$ cat config.mk
export PLATFORM = sky130hd
export DESIGN_NAME = elementwise_float_alu_unit
export DESIGN_NICKNAME = d
export VERILOG_FILES = /design/src/hdl/efalu_pkg.sv /design/src/hdl/elementwise_float_alu_unit.sv
export SDC_FILE = /design/constraint.sdc
export NUM_CORES = 2
export LEC_CHECK = 0
export BUFFER_PORTS_ARGS = -buffer_cell sky130_fd_sc_hd__buf_4
export CELL_PAD_IN_SITES_DETAIL_PLACEMENT = 1
export CELL_PAD_IN_SITES_GLOBAL_PLACEMENT = 2
export CORE_MARGIN = 4
export CORE_UTILIZATION = 39
export CTS_BUF_LIST = sky130_fd_sc_hd__clkbuf_8
export CTS_CLUSTER_DIAMETER = 150
export DETAILED_ROUTE_END_ITERATION = 16
export PLACE_DENSITY_LB_ADDON = 0.1
export SYNTH_ARGS = -nofsm -noshare
export SYNTH_HDL_FRONTEND = slang
export SYNTH_SLANG_ARGS = --single-unit
$ cat constraint.sdc
create_clock -name i_clk -period 22.9 [get_ports i_clk]
set_input_delay 0 -clock i_clk [delete_from_list [all_inputs] [get_ports i_clk]]
set_output_delay 0 -clock i_clk [all_outputs]
set_load 0.01 [all_outputs]
$ cat src/hdl/efalu_pkg.sv
// ----------------------------------------------------------------------------
// efalu_pkg
// operation codes, constants and binary32 arithmetic for the elementwise alu
// ----------------------------------------------------------------------------
package efalu_pkg;

    typedef enum logic [3:0] {
        FUNC_ADD = 4'd0,
        FUNC_SUB = 4'd1,
        FUNC_MUL = 4'd2,
        FUNC_LT  = 4'd3,
        FUNC_GT  = 4'd4,
        FUNC_EQ  = 4'd5,
        FUNC_AND = 4'd6,
        FUNC_OR  = 4'd7,
        FUNC_NOT = 4'd8,
        FUNC_SEL = 4'd9
    } t_func;

    localparam logic [31:0] FP_ONE  = 32'h3F80_0000;
    localparam logic [31:0] FP_ZERO = 32'h0000_0000;
    localparam logic [31:0] FP_QNAN = 32'h7FC0_0000;
    localparam logic [31:0] FP_INF  = 32'h7F80_0000;

    function automatic logic is_nan(logic [31:0] x);
        return (x[30:23] == 8'hFF) && (x[22:0] != 23'd0);
    endfunction

    function automatic logic is_inf(logic [31:0] x);
        return x[30:0] == FP_INF[30:0];
    endfunction

    function automatic logic is_zero(logic [31:0] x);
        return x[30:0] == 31'd0;
    endfunction

    function automatic logic [31:0] order_key(logic [31:0] x);
        logic [31:0] y;
        y = is_zero(x) ? 32'd0 : x;
        return y[31] ? ~y : (y | 32'h8000_0000);
    endfunction

    // e is the biased exponent for a mantissa with its top bit at bit 23
    function automatic logic [31:0] round_pack(logic sgn, logic signed [10:0] e,
                                               logic [23:0] m, logic g, logic st);
        logic [31:0] body;
        logic        rnd;
        rnd  = g & (st | m[0]);
        body = {1'b0, (m[23] ? e[7:0] : 8'd0), m[22:0]} + {31'd0, rnd};
        if (e >= 11'sd255 || body >= FP_INF) begin
            return {sgn, FP_INF[30:0]};
        end
        return {sgn, body[30:0]};
    endfunction

    function automatic logic [31:0] fp_add(logic [31:0] a, logic [31:0] b);
        logic [7:0]         ea, eb, eh, el, d;
        logic [23:0]        ma, mb, mh, ml;
        logic               sh, sl, swap;
        logic [27:0]        xa, xb0, xb, mask, sum, sn;
        logic [4:0]         p, lz;
        logic signed [10:0] e;
        ea = (a[30:23] == 8'd0) ? 8'd1 : a[30:23];
        eb = (b[30:23] == 8'd0) ? 8'd1 : b[30:23];
        ma = {a[30:23] != 8'd0, a[22:0]};
        mb = {b[30:23] != 8'd0, b[22:0]};
        if (is_nan(a) || is_nan(b)) return FP_QNAN;
        if (is_inf(a) && is_inf(b)) return (a[31] == b[31]) ? a : FP_QNAN;
        if (is_inf(a)) return a;
        if (is_inf(b)) return b;
        if (is_zero(a) && is_zero(b)) return {a[31] & b[31], 31'd0};
        if (is_zero(a)) return b;
        if (is_zero(b)) return a;
        swap = {ea, ma} < {eb, mb};
        eh = swap ? eb : ea;
        mh = swap ? mb : ma;
        sh = swap ? b[31] : a[31];
        el = swap ? ea : eb;
        ml = swap ? ma : mb;
        sl = swap ? a[31] : b[31];
        if (sh != sl && eh == el && mh == ml) return FP_ZERO;
        d    = eh - el;
        xa   = {1'b0, mh, 3'b000};
        xb0  = {1'b0, ml, 3'b000};
        if (d >= 8'd27) begin
            xb = {27'd0, |ml};
        end else begin
            mask = ~(28'hFFF_FFFF << d[4:0]);
            xb   = (xb0 >> d[4:0]) | {27'd0, |(xb0 & mask)};
        end
        sum = (sh == sl) ? xa + xb : xa - xb;
        p = 5'd0;
        for (int i = 0; i < 28; i++) begin
            if (sum[i]) p = 5'(i);
        end
        if (sum[27]) begin
            sn = {1'b0, sum[27:1]} | {27'd0, sum[0]};
            e  = $signed({3'b000, eh}) + 11'sd1;
        end else begin
            lz = 5'd26 - p;
            if ({3'b000, lz} > eh - 8'd1) lz = 5'(eh - 8'd1);
            sn = sum << lz;
            e  = $signed({3'b000, eh}) - $signed({6'd0, lz});
        end
        return round_pack(sh, e, sn[26:3], sn[2], |sn[1:0]);
    endfunction

    function automatic logic [31:0] fp_mul(logic [31:0] a, logic [31:0] b);
        logic               s;
        logic [7:0]         ea, eb;
        logic [23:0]        ma, mb;
        logic [47:0]        prod, pn, mask;
        logic [5:0]         p, lz;
        logic signed [10:0] fe, k;
        s  = a[31] ^ b[31];
        ea = (a[30:23] == 8'd0) ? 8'd1 : a[30:23];
        eb = (b[30:23] == 8'd0) ? 8'd1 : b[30:23];
        ma = {a[30:23] != 8'd0, a[22:0]};
        mb = {b[30:23] != 8'd0, b[22:0]};
        if (is_nan(a) || is_nan(b)) return FP_QNAN;
        if (is_inf(a) || is_inf(b)) begin
            if (is_zero(a) || is_zero(b)) return FP_QNAN;
            return {s, FP_INF[30:0]};
        end
        if (is_zero(a) || is_zero(b)) return {s, 31'd0};
        prod = ma * mb;
        p = 6'd0;
        for (int i = 0; i < 48; i++) begin
            if (prod[i]) p = 6'(i);
        end
        lz = 6'd47 - p;
        pn = prod << lz;
        fe = $signed({3'b000, ea}) + $signed({3'b000, eb}) - 11'sd126
             - $signed({5'd0, lz});
        if (fe < 11'sd1) begin
            k = 11'sd1 - fe;
            if (k >= 11'sd48) begin
                pn = {47'd0, |pn};
            end else begin
                mask = ~(48'hFFFF_FFFF_FFFF << k[5:0]);
                pn   = (pn >> k[5:0]) | {47'd0, |(pn & mask)};
            end
            fe = 11'sd0;
        end
        return round_pack(s, fe, pn[47:24], pn[23], |pn[22:0]);
    endfunction

endpackage

$ cat src/hdl/elementwise_float_alu_unit.sv
// path: an accepted input goes through the input register, then the result register, to result valid
// throughput: one item per cycle unless i_stall holds a valid result, binary32 add and
// multiply each in one pass between the input register and the result register
// reset: valid flags clear, payload registers keep their contents
// ----------------------------------------------------------------------------
// elementwise_float_alu_unit
// elementwise binary32 alu: add, sub, mul, compares, logic ops and select
// ----------------------------------------------------------------------------
module elementwise_float_alu_unit
    import efalu_pkg::*;
(
    input  logic        i_clk,
    input  logic        i_rst_n,
    input  logic        i_valid,
    output logic        o_stall,
    input  logic [3:0]  i_func,
    input  logic [31:0] i_operand_a,
    input  logic [31:0] i_operand_b,
    input  logic [31:0] i_operand_mask,
    output logic        o_valid,
    input  logic        i_stall,
    output logic [31:0] o_result
);

    logic        r_in_vld, n_in_vld;
    logic        r_out_vld, n_out_vld;
    logic [3:0]  r_func;
    logic [31:0] r_a, r_b, r_mask;
    logic [31:0] r_result, n_result;
    logic        w_en;

    assign w_en    = !(r_out_vld && i_stall);
    assign o_stall = !w_en;
    assign o_valid = r_out_vld;
    assign o_result = r_result;

    assign n_in_vld  = w_en ? i_valid : r_in_vld;
    assign n_out_vld = w_en ? r_in_vld : r_out_vld;

    always_comb begin
        case (r_func)
            FUNC_ADD: n_result = fp_add(r_a, r_b);
            FUNC_SUB: n_result = fp_add(r_a, r_b ^ 32'h8000_0000);
            FUNC_MUL: n_result = fp_mul(r_a, r_b);
            FUNC_LT:  n_result = (!is_nan(r_a) && !is_nan(r_b) &&
                                  order_key(r_a) < order_key(r_b)) ? FP_ONE : FP_ZERO;
            FUNC_GT:  n_result = (!is_nan(r_a) && !is_nan(r_b) &&
                                  order_key(r_b) < order_key(r_a)) ? FP_ONE : FP_ZERO;
            FUNC_EQ:  n_result = (!is_nan(r_a) && !is_nan(r_b) &&
                                  order_key(r_a) == order_key(r_b)) ? FP_ONE : FP_ZERO;
            FUNC_AND: n_result = (!is_zero(r_a) && !is_zero(r_b)) ? FP_ONE : FP_ZERO;
            FUNC_OR:  n_result = (!is_zero(r_a) || !is_zero(r_b)) ? FP_ONE : FP_ZERO;
            FUNC_NOT: n_result = is_zero(r_a) ? FP_ONE : FP_ZERO;
            FUNC_SEL: n_result = !is_zero(r_mask) ? r_a : r_b;
            default:  n_result = FP_ZERO;
        endcase
    end

    always_ff @(posedge i_clk) begin
        if (!i_rst_n) begin
            r_in_vld  <= 1'b0;
            r_out_vld <= 1'b0;
        end else begin
            r_in_vld  <= n_in_vld;
            r_out_vld <= n_out_vld;
        end
    end

    always_ff @(posedge i_clk) begin
        if (w_en) begin
            r_func   <= i_func;
            r_a      <= i_operand_a;
            r_b      <= i_operand_b;
            r_mask   <= i_operand_mask;
            r_result <= n_result;
        end
    end

endmodule
==> run summary <==
Layout cells sized above 1: 0.08676
H-tree Lvls: 4
Design area: 61560 um2
Post-synthesis cell count: 7765
Gpl congestion: 1.031
Dominant synthesized flop cell: edfxtp_1
Register area share after synthesis: 0.06992
Vias/cell: 6.649
Clk root buf: clkbuf_8
P&R area growth vs syn: 8.317%
CP Launch Type: flip-flop
Post-synth EDFFs: 131
RSZ-0062 raised after global routing: no
Worst EP arrival: 21.84 ns
Worst EP required: 23.18 ns
Cell Rows: 139
Final worst path period need: 21.57 ns
Worst Hold Class: in2reg
Synthesized Nets: 8715
Drt first pass iters: 6
Status: finished, final reports clean
Period Utilization, post-route: 0.9418
Detailed Place HPWL: 235.6 mm
Final nets: 8671
Max-Cap Viols: 0
Setup crit end kind: flip-flop
Cell taking the most area after synthesis: fa_1
Most frequent cells in the layout: nand2_1, inv_1, nor2_1
Fin. Hold Viols: 0
Initial antenna violation count: 12
Reg clk slew, reported paths: 0.13 ns
Initial core utilization: 0.3942
Worst Skew: 0.04731 ns
CP Buf/Inv Count: 5
Die width: 389.7 um
Max Fclk: 46.37 MHz
DRC viols: 0
Total GRT Usage: 0.3893
Worst Tran Pin Value: 1.406 ns
Crit path kind: reg2reg
Clk buf depth: 2
Slowest-stage cell, CP: o31ai_1
Clk sinks: 133
Top cell type's share of synthesized area: 0.1708
Post-Synthesis Cell Area: 56830 um2
WL/cell: 31.74 um
Remaining Overflow, GRT: 0
Final setup viols: 0
CP max FO: 38
Number of global-route vias before repair: 64180
Cell variety after synth: 127
YS warnings: 0
Initial DRC Count: 7061
Ports: 138
CTS buffer count: 17
Placed Area: 60100 um2
Top cell family by delay on the critical path: compound AO/OA/AOI/OAI gates
First-pass GRT wire length: 444.4 mm
Full die area: 151900 um2
Critical path's largest stage delay: 0.95 ns
IO Port Bufs: 136
Synth area leaders: fa_1, ha_1, edfxtp_1
Clk Latency, worst-skew pair: 0.67 ns
Final setup TNS: 0 ns
Final Max Slew Viols: 0
Rel. slew slack: 0.05399
Synthesized flop and latch total: 133
Mean post-synth cell area: 7.319 um2
CTS tree: yes
Drt total wl: 306.0 mm
Most common cell after layout, fill and taps aside: nand2_1
Async S/R FF share, synth: 0
Largest net degree at the start of global routing: 87
Resized Gates After CTS: 0
Vias: 64100
Antenna Violating Nets Remaining: 0
Die H: 389.7 um
Core area: 144200 um2
repair_timing:
action / in CTS / in global routing
setup buffers: 0 / 0
endpoints found under the hold margin: 101 / 0
hold buffers: 102 / 0
setup endpoints to repair: 0 / 0
flip-flops by register name, indices dropped and copies added (netlist names):
name	cells
r_a	32
o_valid	1
o_result	32
r_b	32
r_in_vld	1
r_mask	31
r_func	4
worst paths after layout:
path / end / slack [ns] / startpoint / depth (start not counted)
setup / recovery: o_result[8] / 1.33 / r_a[24] / 66
hold / removal: r_b[7] / 0.05 / i_operand_b[7] / 2
setup reg to reg: o_result[8] / 1.33 / r_a[24] / 66
hold reg to reg: r_in_vld / 0.48 / r_in_vld / 2
per-stage QoR:
step           hold WS (ns)  instances  setup WS, ns    util
2_1_floorplan       0.09887       7765         5.533       -
3_3_place_gp         0.1777       9503         2.557  0.4168
3_5_place_dp         0.1793       9503         2.260  0.4168
4_1_cts           0.0001723       9637         2.111  0.4269
5_1_grt             0.03096       9638        0.5724  0.4270
6_report            0.05040       9640         1.333  0.4270
cell usage after synthesis, types with 97 or more instances:
cell type	number
xnor2_1	156
nand2_1	873
nor3_1	207
ha_1	361
mux2i_1	154
o22ai_1	109
o21ai_0	394
nand3_1	206
and2_1	262
xor2_1	105
inv_1	712
a21oi_1	506
o211ai_1	111
a31oi_1	97
edfxtp_1	131
a211oi_1	99
nor2_1	648
fa_1	485
clkbuf_1	404
per-layer routing:
metal / GRT usage / routed length, um / vias up
met5: 0.004785 / 121 / -
met2: 0.6035 / 133000 / 3329
li1: - / - / 27600
met4: 0.2078 / 19580 / 6
met1: 0.5131 / 126700 / 32400
met3: 0.07350 / 26650 / 772
cell type report:
| class | count | area, um2 |
|---|---|---|
| Antenna cell | 3 | 7.507 |
| Clock buffer | 17 | 234.0 |
| Multi-Input combinational cell | 6354 | 48120 |
| Timing Repair Buffer | 485 | 3896 |
| Fill cell | 17930 | 82620 |
| Inverter | 730 | 2740 |
| Sequential cell | 133 | 3974 |
| Clock inverter | 15 | 203.9 |
| Tap cell | 1903 | 2381 |
logic make-up after synthesis:
logic type | count (synthesis) | synth area share
buffers and inverters | 1278 | 0.08694
DFF | 133 | 0.06992
muxes | 228 | 0.04797
AOI/OAI and AO/OA | 2197 | 0.2618
adders and majority gates | 848 | 0.2507
and+or+nand+nor | 2819 | 0.2422
xor gates and xnor gates | 262 | 0.04051
Power is left out: the tool's default activity adds up to more than one toggle a clock period on the data nets, which glitch-free logic cannot reach.
